<file path="config.mk">
export PLATFORM = sky130hd
export DESIGN_NAME = integer_to_decimal_ascii_core
export DESIGN_NICKNAME = d
export VERILOG_FILES = /design/src/rtl/core/i2da_pkg.sv /design/src/rtl/core/i2da_bcd_conv.sv /design/src/rtl/core/integer_to_decimal_ascii_core.sv
export SDC_FILE = /design/constraint.sdc
export NUM_CORES = 1
export LEC_CHECK = 0
export CAP_MARGIN = 5
export CORE_MARGIN = 10
export CORE_UTILIZATION = 40
export DETAILED_ROUTE_END_ITERATION = 6
export DONT_BUFFER_PORTS = 1
export PLACE_DENSITY_LB_ADDON = 0.2
export SLEW_MARGIN = 20
export SYNTH_ARGS = -nofsm -noshare
export SYNTH_HDL_FRONTEND = slang
export SYNTH_SLANG_ARGS = --single-unit
</file>
<file path="constraint.sdc">
create_clock -name clk -period 3.91 [get_ports clk]
set_input_delay 0.1955 -clock clk [delete_from_list [all_inputs] [get_ports clk]]
set_output_delay 0.1955 -clock clk [all_outputs]
set_load 0.01 [all_outputs]
</file>
<file path="src/rtl/core/i2da_pkg.sv">
`timescale 1ns / 1ps

package i2da_pkg;

  localparam int VALUE_WIDTH_DEF = 64;
  localparam int IN_BITS         = 64;

  localparam logic [7:0] ASCII_ZERO  = 8'd48;
  localparam logic [7:0] ASCII_MINUS = 8'd45;

  typedef struct packed {
    logic [IN_BITS-1:0] value_bits;
    logic               is_signed;
  } in_req_t;

  typedef struct packed {
    logic [7:0] char_code;
    logic       last_char;
  } out_rsp_t;

  // Commands from the sequencer to the conversion unit.
  typedef struct packed {
    logic load;
    logic shift;
  } bcd_ctrl_t;

  typedef enum logic [2:0] {
    ST_IDLE,
    ST_CONVERT,
    ST_SKIP,
    ST_SIGN,
    ST_EMIT
  } state_t;

endpackage

</file>
<file path="src/rtl/core/i2da_bcd_conv.sv">
`timescale 1ns / 1ps

// Shift-add-3 binary to BCD converter, one input bit per cycle.
// After conversion, the digit register shifts left one digit per request
// so the sequencer always reads the most significant digit at the top.
module i2da_bcd_conv #(
  parameter int VALUE_WIDTH = i2da_pkg::VALUE_WIDTH_DEF,
  parameter int DIGITS      = 20
) (
  input  logic                   clk,
  input  logic                   rst_n,
  input  i2da_pkg::bcd_ctrl_t    ctrl,
  input  logic [VALUE_WIDTH-1:0] mag,
  output logic                   done,
  output logic [3:0]             top_digit
);

  localparam int BCD_W = 4 * DIGITS;
  localparam int CNT_W = $clog2(VALUE_WIDTH + 1);

  logic [VALUE_WIDTH-1:0] bin_r, bin_nxt;
  logic [BCD_W-1:0]       bcd_r, bcd_nxt;
  logic [CNT_W-1:0]       count_r, count_nxt;
  logic                   run_r, run_nxt;
  logic [BCD_W-1:0]       adj;

  // Correct every digit that would overflow on doubling.
  always_comb begin
    for (int i = 0; i < DIGITS; i++) begin
      if (bcd_r[4*i +: 4] >= 4'd5) begin
        adj[4*i +: 4] = bcd_r[4*i +: 4] + 4'd3;
      end else begin
        adj[4*i +: 4] = bcd_r[4*i +: 4];
      end
    end
  end

  always_comb begin
    bin_nxt   = bin_r;
    bcd_nxt   = bcd_r;
    count_nxt = count_r;
    run_nxt   = run_r;
    if (ctrl.load) begin
      bin_nxt   = mag;
      bcd_nxt   = '0;
      count_nxt = CNT_W'(VALUE_WIDTH);
      run_nxt   = 1'b1;
    end else if (run_r) begin
      bcd_nxt   = {adj[BCD_W-2:0], bin_r[VALUE_WIDTH-1]};
      bin_nxt   = {bin_r[VALUE_WIDTH-2:0], 1'b0};
      count_nxt = count_r - 1'b1;
      if (count_r == CNT_W'(1)) begin
        run_nxt = 1'b0;
      end
    end else if (ctrl.shift) begin
      bcd_nxt = {bcd_r[BCD_W-5:0], 4'd0};
    end
  end

  always_ff @(posedge clk) begin
    if (!rst_n) begin
      run_r   <= 1'b0;
      count_r <= '0;
    end else begin
      run_r   <= run_nxt;
      count_r <= count_nxt;
    end
    bin_r <= bin_nxt;
    bcd_r <= bcd_nxt;
  end

  assign done      = run_r && (count_r == CNT_W'(1));
  assign top_digit = bcd_r[BCD_W-1 -: 4];

endmodule

</file>
<file path="src/rtl/core/integer_to_decimal_ascii_core.sv">
`timescale 1ns / 1ps

// Integer to decimal ASCII converter. Pulse start with a value while busy is
// low; the block then emits the decimal text one character per cycle on
// out_rsp, each marked by out_valid for exactly one cycle, most significant
// character first, with a leading '-' for negative signed values and
// last_char set on the final character. The receiver cannot stall: it must
// take every character in the cycle it appears. A request occupies the block
// first for the shift-add-3 conversion of every input bit, then for a pass
// over the BCD digits that skips leading zeros and emits the rest, with a
// minus sign emitted before the first digit for a negative value.
// busy is high for that whole span and no new request is taken.
module integer_to_decimal_ascii_core #(
  parameter int VALUE_WIDTH = i2da_pkg::VALUE_WIDTH_DEF
) (
  input  logic               clk,
  input  logic               rst_n,
  input  logic               start,
  output logic               busy,
  input  i2da_pkg::in_req_t  in_req,
  output logic               out_valid,
  output i2da_pkg::out_rsp_t out_rsp
);

  // Enough decimal digits for any VALUE_WIDTH-bit magnitude.
  localparam int DIGITS = (VALUE_WIDTH * 30103) / 100000 + 1;
  localparam int REM_W  = $clog2(DIGITS + 1);

  i2da_pkg::state_t    state_r, state_nxt;
  logic                neg_r, neg_nxt;
  logic [REM_W-1:0]    remain_r, remain_nxt;
  i2da_pkg::bcd_ctrl_t ctrl;
  logic                conv_done;
  logic [3:0]          top_digit;
  logic [VALUE_WIDTH-1:0] raw;
  logic [VALUE_WIDTH-1:0] mag;
  logic                in_neg;
  logic                accept;

  assign accept = start && !busy;

  // Form the magnitude; the most negative value negates to itself, which
  // read unsigned is exactly its magnitude.
  assign raw    = in_req.value_bits[VALUE_WIDTH-1:0];
  assign in_neg = in_req.is_signed && raw[VALUE_WIDTH-1];
  assign mag    = in_neg ? (~raw + 1'b1) : raw;

  i2da_bcd_conv #(
    .VALUE_WIDTH (VALUE_WIDTH),
    .DIGITS      (DIGITS)
  ) u_conv (
    .clk       (clk),
    .rst_n     (rst_n),
    .ctrl      (ctrl),
    .mag       (mag),
    .done      (conv_done),
    .top_digit (top_digit)
  );

  // Next state.
  always_comb begin
    state_nxt = state_r;
    case (state_r)
      i2da_pkg::ST_IDLE: begin
        if (accept) begin
          state_nxt = i2da_pkg::ST_CONVERT;
        end
      end
      i2da_pkg::ST_CONVERT: begin
        if (conv_done) begin
          state_nxt = i2da_pkg::ST_SKIP;
        end
      end
      i2da_pkg::ST_SKIP: begin
        // Hold while leading zeros remain, but always keep one digit.
        if (top_digit != 4'd0 || remain_r == REM_W'(1)) begin
          state_nxt = neg_r ? i2da_pkg::ST_SIGN : i2da_pkg::ST_EMIT;
        end
      end
      i2da_pkg::ST_SIGN: begin
        state_nxt = i2da_pkg::ST_EMIT;
      end
      i2da_pkg::ST_EMIT: begin
        if (remain_r == REM_W'(1)) begin
          state_nxt = i2da_pkg::ST_IDLE;
        end
      end
      default: begin
        state_nxt = i2da_pkg::ST_IDLE;
      end
    endcase
  end

  // Outputs and datapath control.
  always_comb begin
    busy              = (state_r != i2da_pkg::ST_IDLE);
    out_valid         = 1'b0;
    out_rsp.char_code = i2da_pkg::ASCII_ZERO + {4'd0, top_digit};
    out_rsp.last_char = 1'b0;
    ctrl.load         = 1'b0;
    ctrl.shift        = 1'b0;
    neg_nxt           = neg_r;
    remain_nxt        = remain_r;
    case (state_r)
      i2da_pkg::ST_IDLE: begin
        if (start) begin
          ctrl.load  = 1'b1;
          neg_nxt    = in_neg;
          remain_nxt = REM_W'(DIGITS);
        end
      end
      i2da_pkg::ST_SKIP: begin
        // Drop a leading zero digit.
        if (top_digit == 4'd0 && remain_r != REM_W'(1)) begin
          ctrl.shift = 1'b1;
          remain_nxt = remain_r - 1'b1;
        end
      end
      i2da_pkg::ST_SIGN: begin
        out_valid         = 1'b1;
        out_rsp.char_code = i2da_pkg::ASCII_MINUS;
      end
      i2da_pkg::ST_EMIT: begin
        // Emit the top digit and advance to the next one.
        out_valid         = 1'b1;
        out_rsp.last_char = (remain_r == REM_W'(1));
        ctrl.shift        = 1'b1;
        remain_nxt        = remain_r - 1'b1;
      end
      default: begin
      end
    endcase
  end

  always_ff @(posedge clk) begin
    if (!rst_n) begin
      state_r  <= i2da_pkg::ST_IDLE;
      neg_r    <= 1'b0;
      remain_r <= '0;
    end else begin
      state_r  <= state_nxt;
      neg_r    <= neg_nxt;
      remain_r <= remain_nxt;
    end
  end

  // A character only appears while a request is in progress.
  a_valid_busy: assert property (@(posedge clk) disable iff (!rst_n)
    out_valid |-> busy)
    else $error("character emitted while idle");

  // The last character frees the block.
  a_last_frees: assert property (@(posedge clk) disable iff (!rst_n)
    out_valid && out_rsp.last_char |=> !busy)
    else $error("block still busy after last character");

  // Characters of one number come out back to back.
  a_contiguous: assert property (@(posedge clk) disable iff (!rst_n)
    out_valid && !out_rsp.last_char |=> out_valid)
    else $error("gap inside a number's text");

  // An accepted request makes the block busy.
  a_accept_busy: assert property (@(posedge clk) disable iff (!rst_n)
    start && !busy |=> busy)
    else $error("request accepted but block not busy");

  // The digit counter never runs out while emitting.
  a_remain_nonzero: assert property (@(posedge clk) disable iff (!rst_n)
    (state_r == i2da_pkg::ST_EMIT) || (state_r == i2da_pkg::ST_SKIP)
      |-> remain_r != '0)
    else $error("digit counter empty while emitting");

endmodule
</file>
# Word level (Yosys, flattened, before mapping)
# Index checks and enable logic that the tools add are counted.
[totals]
register_bits = 161
elab_cells = 131
[classes]
n_addsub = 24
order_cmp = 20
n_eq_ne = 13
n_mux = 46
n_bitwise = 2
n_reduce_logical = 18
[op_table]
columns = ["op", "n"]
rows = [
  ["2-to-1 mux 64 bit", 3],
  ["2-to-1 mux 80 bit", 2],
  [">= comparator 4 x 3 -> 1 bit (second input constant)", 20],
  ["adder 4 x 2 -> 4 bit (second input constant)", 19],
  ["2-to-1 mux 4 bit", 19],
  ["adder 64 x 1 -> 64 bit (second input constant)", 1],
  ["inverter 64 bit", 1],
  ["2-to-1 mux 7 bit", 3],
  ["2-to-1 mux 3 bit", 6],
  ["case mux 3 bit (5 select lines)", 1],
  ["case mux 5 bit (3 select lines)", 1],
  ["inequality test 2 bit (second input constant)", 6],
  ["2-to-1 mux 5 bit", 2],
  ["2-to-1 mux 1 bit", 8],
  ["adder 6 x 4 -> 7 bit (first input constant)", 1],
  ["== test 7 x 1 -> 1 bit (second input constant)", 1],
  ["subtractor 7 x 1 -> 7 bit (second input constant)", 1],
  ["== test 3 x 2 -> 1 bit (second input constant)", 2],
  ["nonzero test 3 bit", 2],
  ["== test 5 x 1 -> 1 bit (second input constant)", 1],
  ["inequality test 5 x 1 -> 1 bit (second input constant)", 1],
  ["subtractor 5 x 1 -> 5 bit (second input constant)", 1],
  ["logical AND 1 bit", 4],
  ["logical NOT 4 bit", 1],
  ["14 further kinds", 16],
]

# Logic depth before layout (Yosys ltp)
[depth]
word_depth = 6
ltp_mapped = 10
depth_no_buf = 8

# By module
# A second synthesis with hierarchy kept.
[hier_totals]
hier_cells = 1153
area_unflattened_um2 = 10975.5
[by_module_without_submodules]
columns = ["mod", "n_inst", "cells_per_inst", "area_per_inst_um2", "seq_area_each_um2"]
rows = [
  ["i2da_bcd_conv", 1, 847, 8777.2, 3683.5],
  ["integer_to_decimal_ascii_core", 1, 306, 2198.4, 180.2],
]

# Least setup slack after synthesis
# OpenSTA, ideal clock, no wires.
[synth_timing]
path_kind = "reg2reg"
from = "register state_r[2]"
to = "register u_conv.bin_r[0] (enable)"
setup_time_ns = 0.688
arrival_time_ns = 2.719
required_time_ns = 3.222
path_slack_ns = 0.504
stages_incl_launch_ff = 8
n_path_buf = 4
period_less_slack_ns = 3.406
cell_sequence = "dfxtp_1 > clkbuf_1 > nor3_1 > nand2_1 > clkbuf_1 > clkbuf_1 > buf_1 > nand2_1"
[synth_between]
elab_chain_len = 3
[synth_lines]
columns = ["item", "line_no", "text"]
rows = [
  ["start, declared", "integer_to_decimal_ascii_core.sv:29", "i2da_pkg::state_t state_r, state_nxt;"],
  ["start signal, assigned", "integer_to_decimal_ascii_core.sv:137", "state_r <= i2da_pkg::ST_IDLE;"],
  ["start signal, assigned", "integer_to_decimal_ascii_core.sv:141", "state_r <= state_nxt;"],
  ["logical NOT 3 bit", "integer_to_decimal_ascii_core.sv:104", "case (state_r)"],
  ["2-to-1 mux 1 bit", "integer_to_decimal_ascii_core.sv:104", ""],
  ["nonzero test 2 bit (no line)", "-", ""],
  ["end signal, assigned", "i2da_bcd_conv.sv:68", "bin_r <= bin_nxt;"],
  ["end, declared", "i2da_bcd_conv.sv:21", "logic [VALUE_WIDTH-1:0] bin_r, bin_nxt;"],
]
# No other way between the ends.
# A chain may end at the register's enable or synchronous reset.

# Worst setup path after layout
[layout_timing]
from = "register u_conv.bcd_r[76]"
to = "register u_conv.bcd_r[23]"
[layout_between]
elab_chain_len = 5
[layout_lines]
columns = ["item", "line_no", "text"]
rows = [
  ["start, declared", "i2da_bcd_conv.sv:22", "logic [BCD_W-1:0] bcd_r, bcd_nxt;"],
  ["start signal, assigned", "i2da_bcd_conv.sv:69", "bcd_r <= bcd_nxt;"],
  ["logical NOT 4 bit", "integer_to_decimal_ascii_core.sv:114", "if (top_digit == 4'd0 && remain_r != REM_W'(1)) begin"],
  ["logical AND 1 bit", "integer_to_decimal_ascii_core.sv:114", ""],
  ["2-to-1 mux 1 bit", "integer_to_decimal_ascii_core.sv:114", ""],
  ["case mux 1 bit (2 select lines)", "integer_to_decimal_ascii_core.sv:104", ""],
  ["nonzero test 2 bit (no line)", "-", ""],
]
# No other way between the ends.

==> impl_metrics.toml <==
[clock_network]
cts_inserted_buffers = 17
htreeDepth = 4
clk_transition_reported_paths_ns = 0.07
cts_hold_buf = 3
cts.root.buffer_cell = "clkbuf_16"
clock_latency_ns = 0.44
cts_resized = 0
cts_tree = "built"
cts_setup_buffers = 0
cts_sinks = 161
clock_path_buffers = 2

[yosys]
synth.top_cell.area_share = 0.186
synth.ff_latch_count = 161
postSynthAreaPerCell_sq_um = 8.18
async_flop_share = 0
synth.most_common_cell = "nand2_1"
yosys-top-cells-area = "dfxtp_1, edfxtp_1, xnor2_1"
yosysWarnings = 0
netlist_instances = 1276
synthTopCellsByCount = "nand2_1, a21oi_1, o21ai_0"
synth_ff_type = "dfxtp_1"
ys_seq_area_frac = 0.370
syn_area_sq_um = 10400
synth-edff-count = 64
ys_types = 56
synth.largest_area_cell = "dfxtp_1"

[critical_path]
r2r_start = "u_conv.bcd_r[76]"
critPathLaunch = "u_conv.bcd_r[76]"
cp-start-kind = "flop"
required_ns = 4.26
path_class = "flop to flop"
crit_path_end_kind = "flop"
rrSetupSlack_ns = 1.12
arrival_ns = 3.14
cp_max_fo = 78

[layout]
fillCellCount = 2633
utilization = 0.434
design_area_sq_um = 11200
multiInputGateArea_sq_um = 5980
drive_gt1_frac = 0.0501
fin_nets = 1338
n_antenna_cell = 0
syn_to_final_growth_pct = 7.52
seqCellArea_sq_um = 3860

[run_status]
status = "finished clean"

[timing]
setup_viol = 0
finClkSkew_ns = 0.0111
maxSlewHeadroom = 0.276
clock.fmax_mhz = 358
min_period_over_period = 0.714
fin_tns_setup_ns = 0
worst_pin_slew_ns = 1.09
fin_crit_ns = 2.79
timing_hold_violations_final = 0
maxSlewViolCount = 0
grt_setup_unrepaired = "no"
hold_ws_ns = 0.0305

[global_route]
grt_max_degree = 79
grt_usage = 0.155
grt_antenna_before_repair = 0
grt_pass1_wl_mm = 42.7
grt.overflow.total = 0
grt_pass1_vias = 8209

[routing]
ant_nets = 0
drc_errors = 0
routed_wirelength_mm = 25.5
viasPerCell = 5.51
vias = 8661
drt_first_pass_iters = 5
post_drt_wl_per_cell_um = 16.2
drtIter0Drc = 675

[power]
power_mw = 4.88
p_clk_frac = 0.330
power_switching_mw = 1.55
p_seq_frac = 0.457
p_per_area_nw_per_um2 = 435
sw_frac_of_total = 0.317
intPower_mw = 3.33
p_leak_nw = 3.86
combPwrFrac = 0.212
max-vdd-ir-drop_uv = 255

[placed_design]
dpl-instance-area_sq_um = 10600
place_congestion = 0.831
hpwl_mm = 17.3
port-buffer-count = 0

[die]
io_pins = 79
dieArea_sq_um = 33000
die_y_um = 182
initial_core_util = 0.404
core_sq_um = 25800
fp.dieW_um = 182
rows = 59

[hold_path]
min_from = "in_req[51]"
min_path_type = "input port to flop"

[run]
maxCapViolCount = 0
-- power by group through the flow --
stage	registers (mW)	clock network (mW)	logic, mW
floorplan	2.15	0	0.921
global placement	2.26	0	1.02
detailed placement	2.27	0	1.03
CTS	2.23	1.65	1.04
global route	2.27	1.73	1.20
finish	2.23	1.61	1.04
-- layout make-up --
cell class	instances	share of cell area
Inverter	73	0.0246
Multi-Input combinational cell	956	0.533
Clock buffer	22	0.0443
Timing Repair Buffer	15	0.0118
Tap cell	335	0.0374
Sequential cell	161	0.344
Clock inverter	10	0.00502
-- stage by stage --
stage	cells	worst slack, ns
4_1_cts	1572	1.12
2_1_floorplan	1277	0.504
6_report	1572	1.12
3_5_place_dp	1537	1.08
5_1_grt	1572	0.777
3_3_place_gp	1537	1.10
-- routing by layer --
| layer | up-vias | track usage | share of wire |
|---|---|---|---|
| met4 | 0 | 0.0436 | 0.011 |
| met3 | 19 | 0.0352 | 0.048 |
| li1 | 4460 | - | - |
| met1 | 4021 | 0.202 | 0.47 |
| met2 | 161 | 0.250 | 0.47 |
| met5 | - | 0 | 0 |
-- registers in the layout, indices dropped and copies added (netlist names) --
register        count
neg_r               1
remain_r            5
state_r             3
u_conv.bcd_r       80
u_conv.bin_r       64
u_conv.count_r      7
u_conv.run_r        1
-- cells in the final DEF, fill, tap and decap left out, types with 4 or more instances in the layout --
cell type | netlist | routed
edfxtp_1 | 64 | 64
nor2b_1 | 4 | 4
nand4_1 | 6 | 6
nor3b_1 | 7 | 7
and2_1 | 5 | 4
o32ai_1 | 18 | 18
nand3_1 | 11 | 11
nand2_1 | 144 | 142
o21a_1 | 20 | 20
nor3_1 | 41 | 41
xor2_1 | 17 | 17
o31a_1 | 5 | 5
clkbuf_16 | 0 | 19
inv_1 | 73 | 72
a31oi_1 | 58 | 58
dfxtp_1 | 97 | 97
a21boi_0 | 4 | 4
xnor2_1 | 71 | 71
nand2b_1 | 24 | 24
o21ai_0 | 109 | 109
ha_1 | 46 | 46
o21ai_1 | 19 | 19
mux2i_1 | 38 | 38
buf_4 | 3 | 11
nor4_1 | 11 | 11
clkinv_2 | 0 | 7
nor2_1 | 92 | 92
o31ai_1 | 4 | 4
a211oi_1 | 41 | 41
a21oi_1 | 122 | 121
-- worst max-delay path, cell delays in order, from the launching register on --
cell and delay (ns):
dfxtp_1 0.35, inv_1 0.12, ha_1 0.15, nor3b_1 0.28, nand3_1 0.22, a21oi_4 0.24, buf_4 0.84, mux2i_1 0.19
a211oi_1 0.25
-- cells by family (layout without fill, tap and decap cells) --
| family | after synthesis | after routing | share of synthesized area |
|---|---|---|---|
| muxes | 39 | 39 | 0.0375 |
| DFF | 161 | 161 | 0.370 |
| and+or+nand+nor | 369 | 369 | 0.170 |
| xor gates and xnor gates | 88 | 88 | 0.0738 |
| adders and majority gates | 46 | 46 | 0.0551 |
| AOI/OAI and AO/OA | 411 | 411 | 0.233 |
| other | 2 | 3 | 0.000720 |
| buffers and inverters | 160 | 120 | 0.0597 |
-- final timing paths --
check / endpoint / cells after the start
max: u_conv.bcd_r[23] / 8
min: u_conv.bin_r[50] / 2
max reg2reg: u_conv.bcd_r[23] / 8
min reg2reg: u_conv.count_r[1] / 2
(Power assumes the default switching activity.)
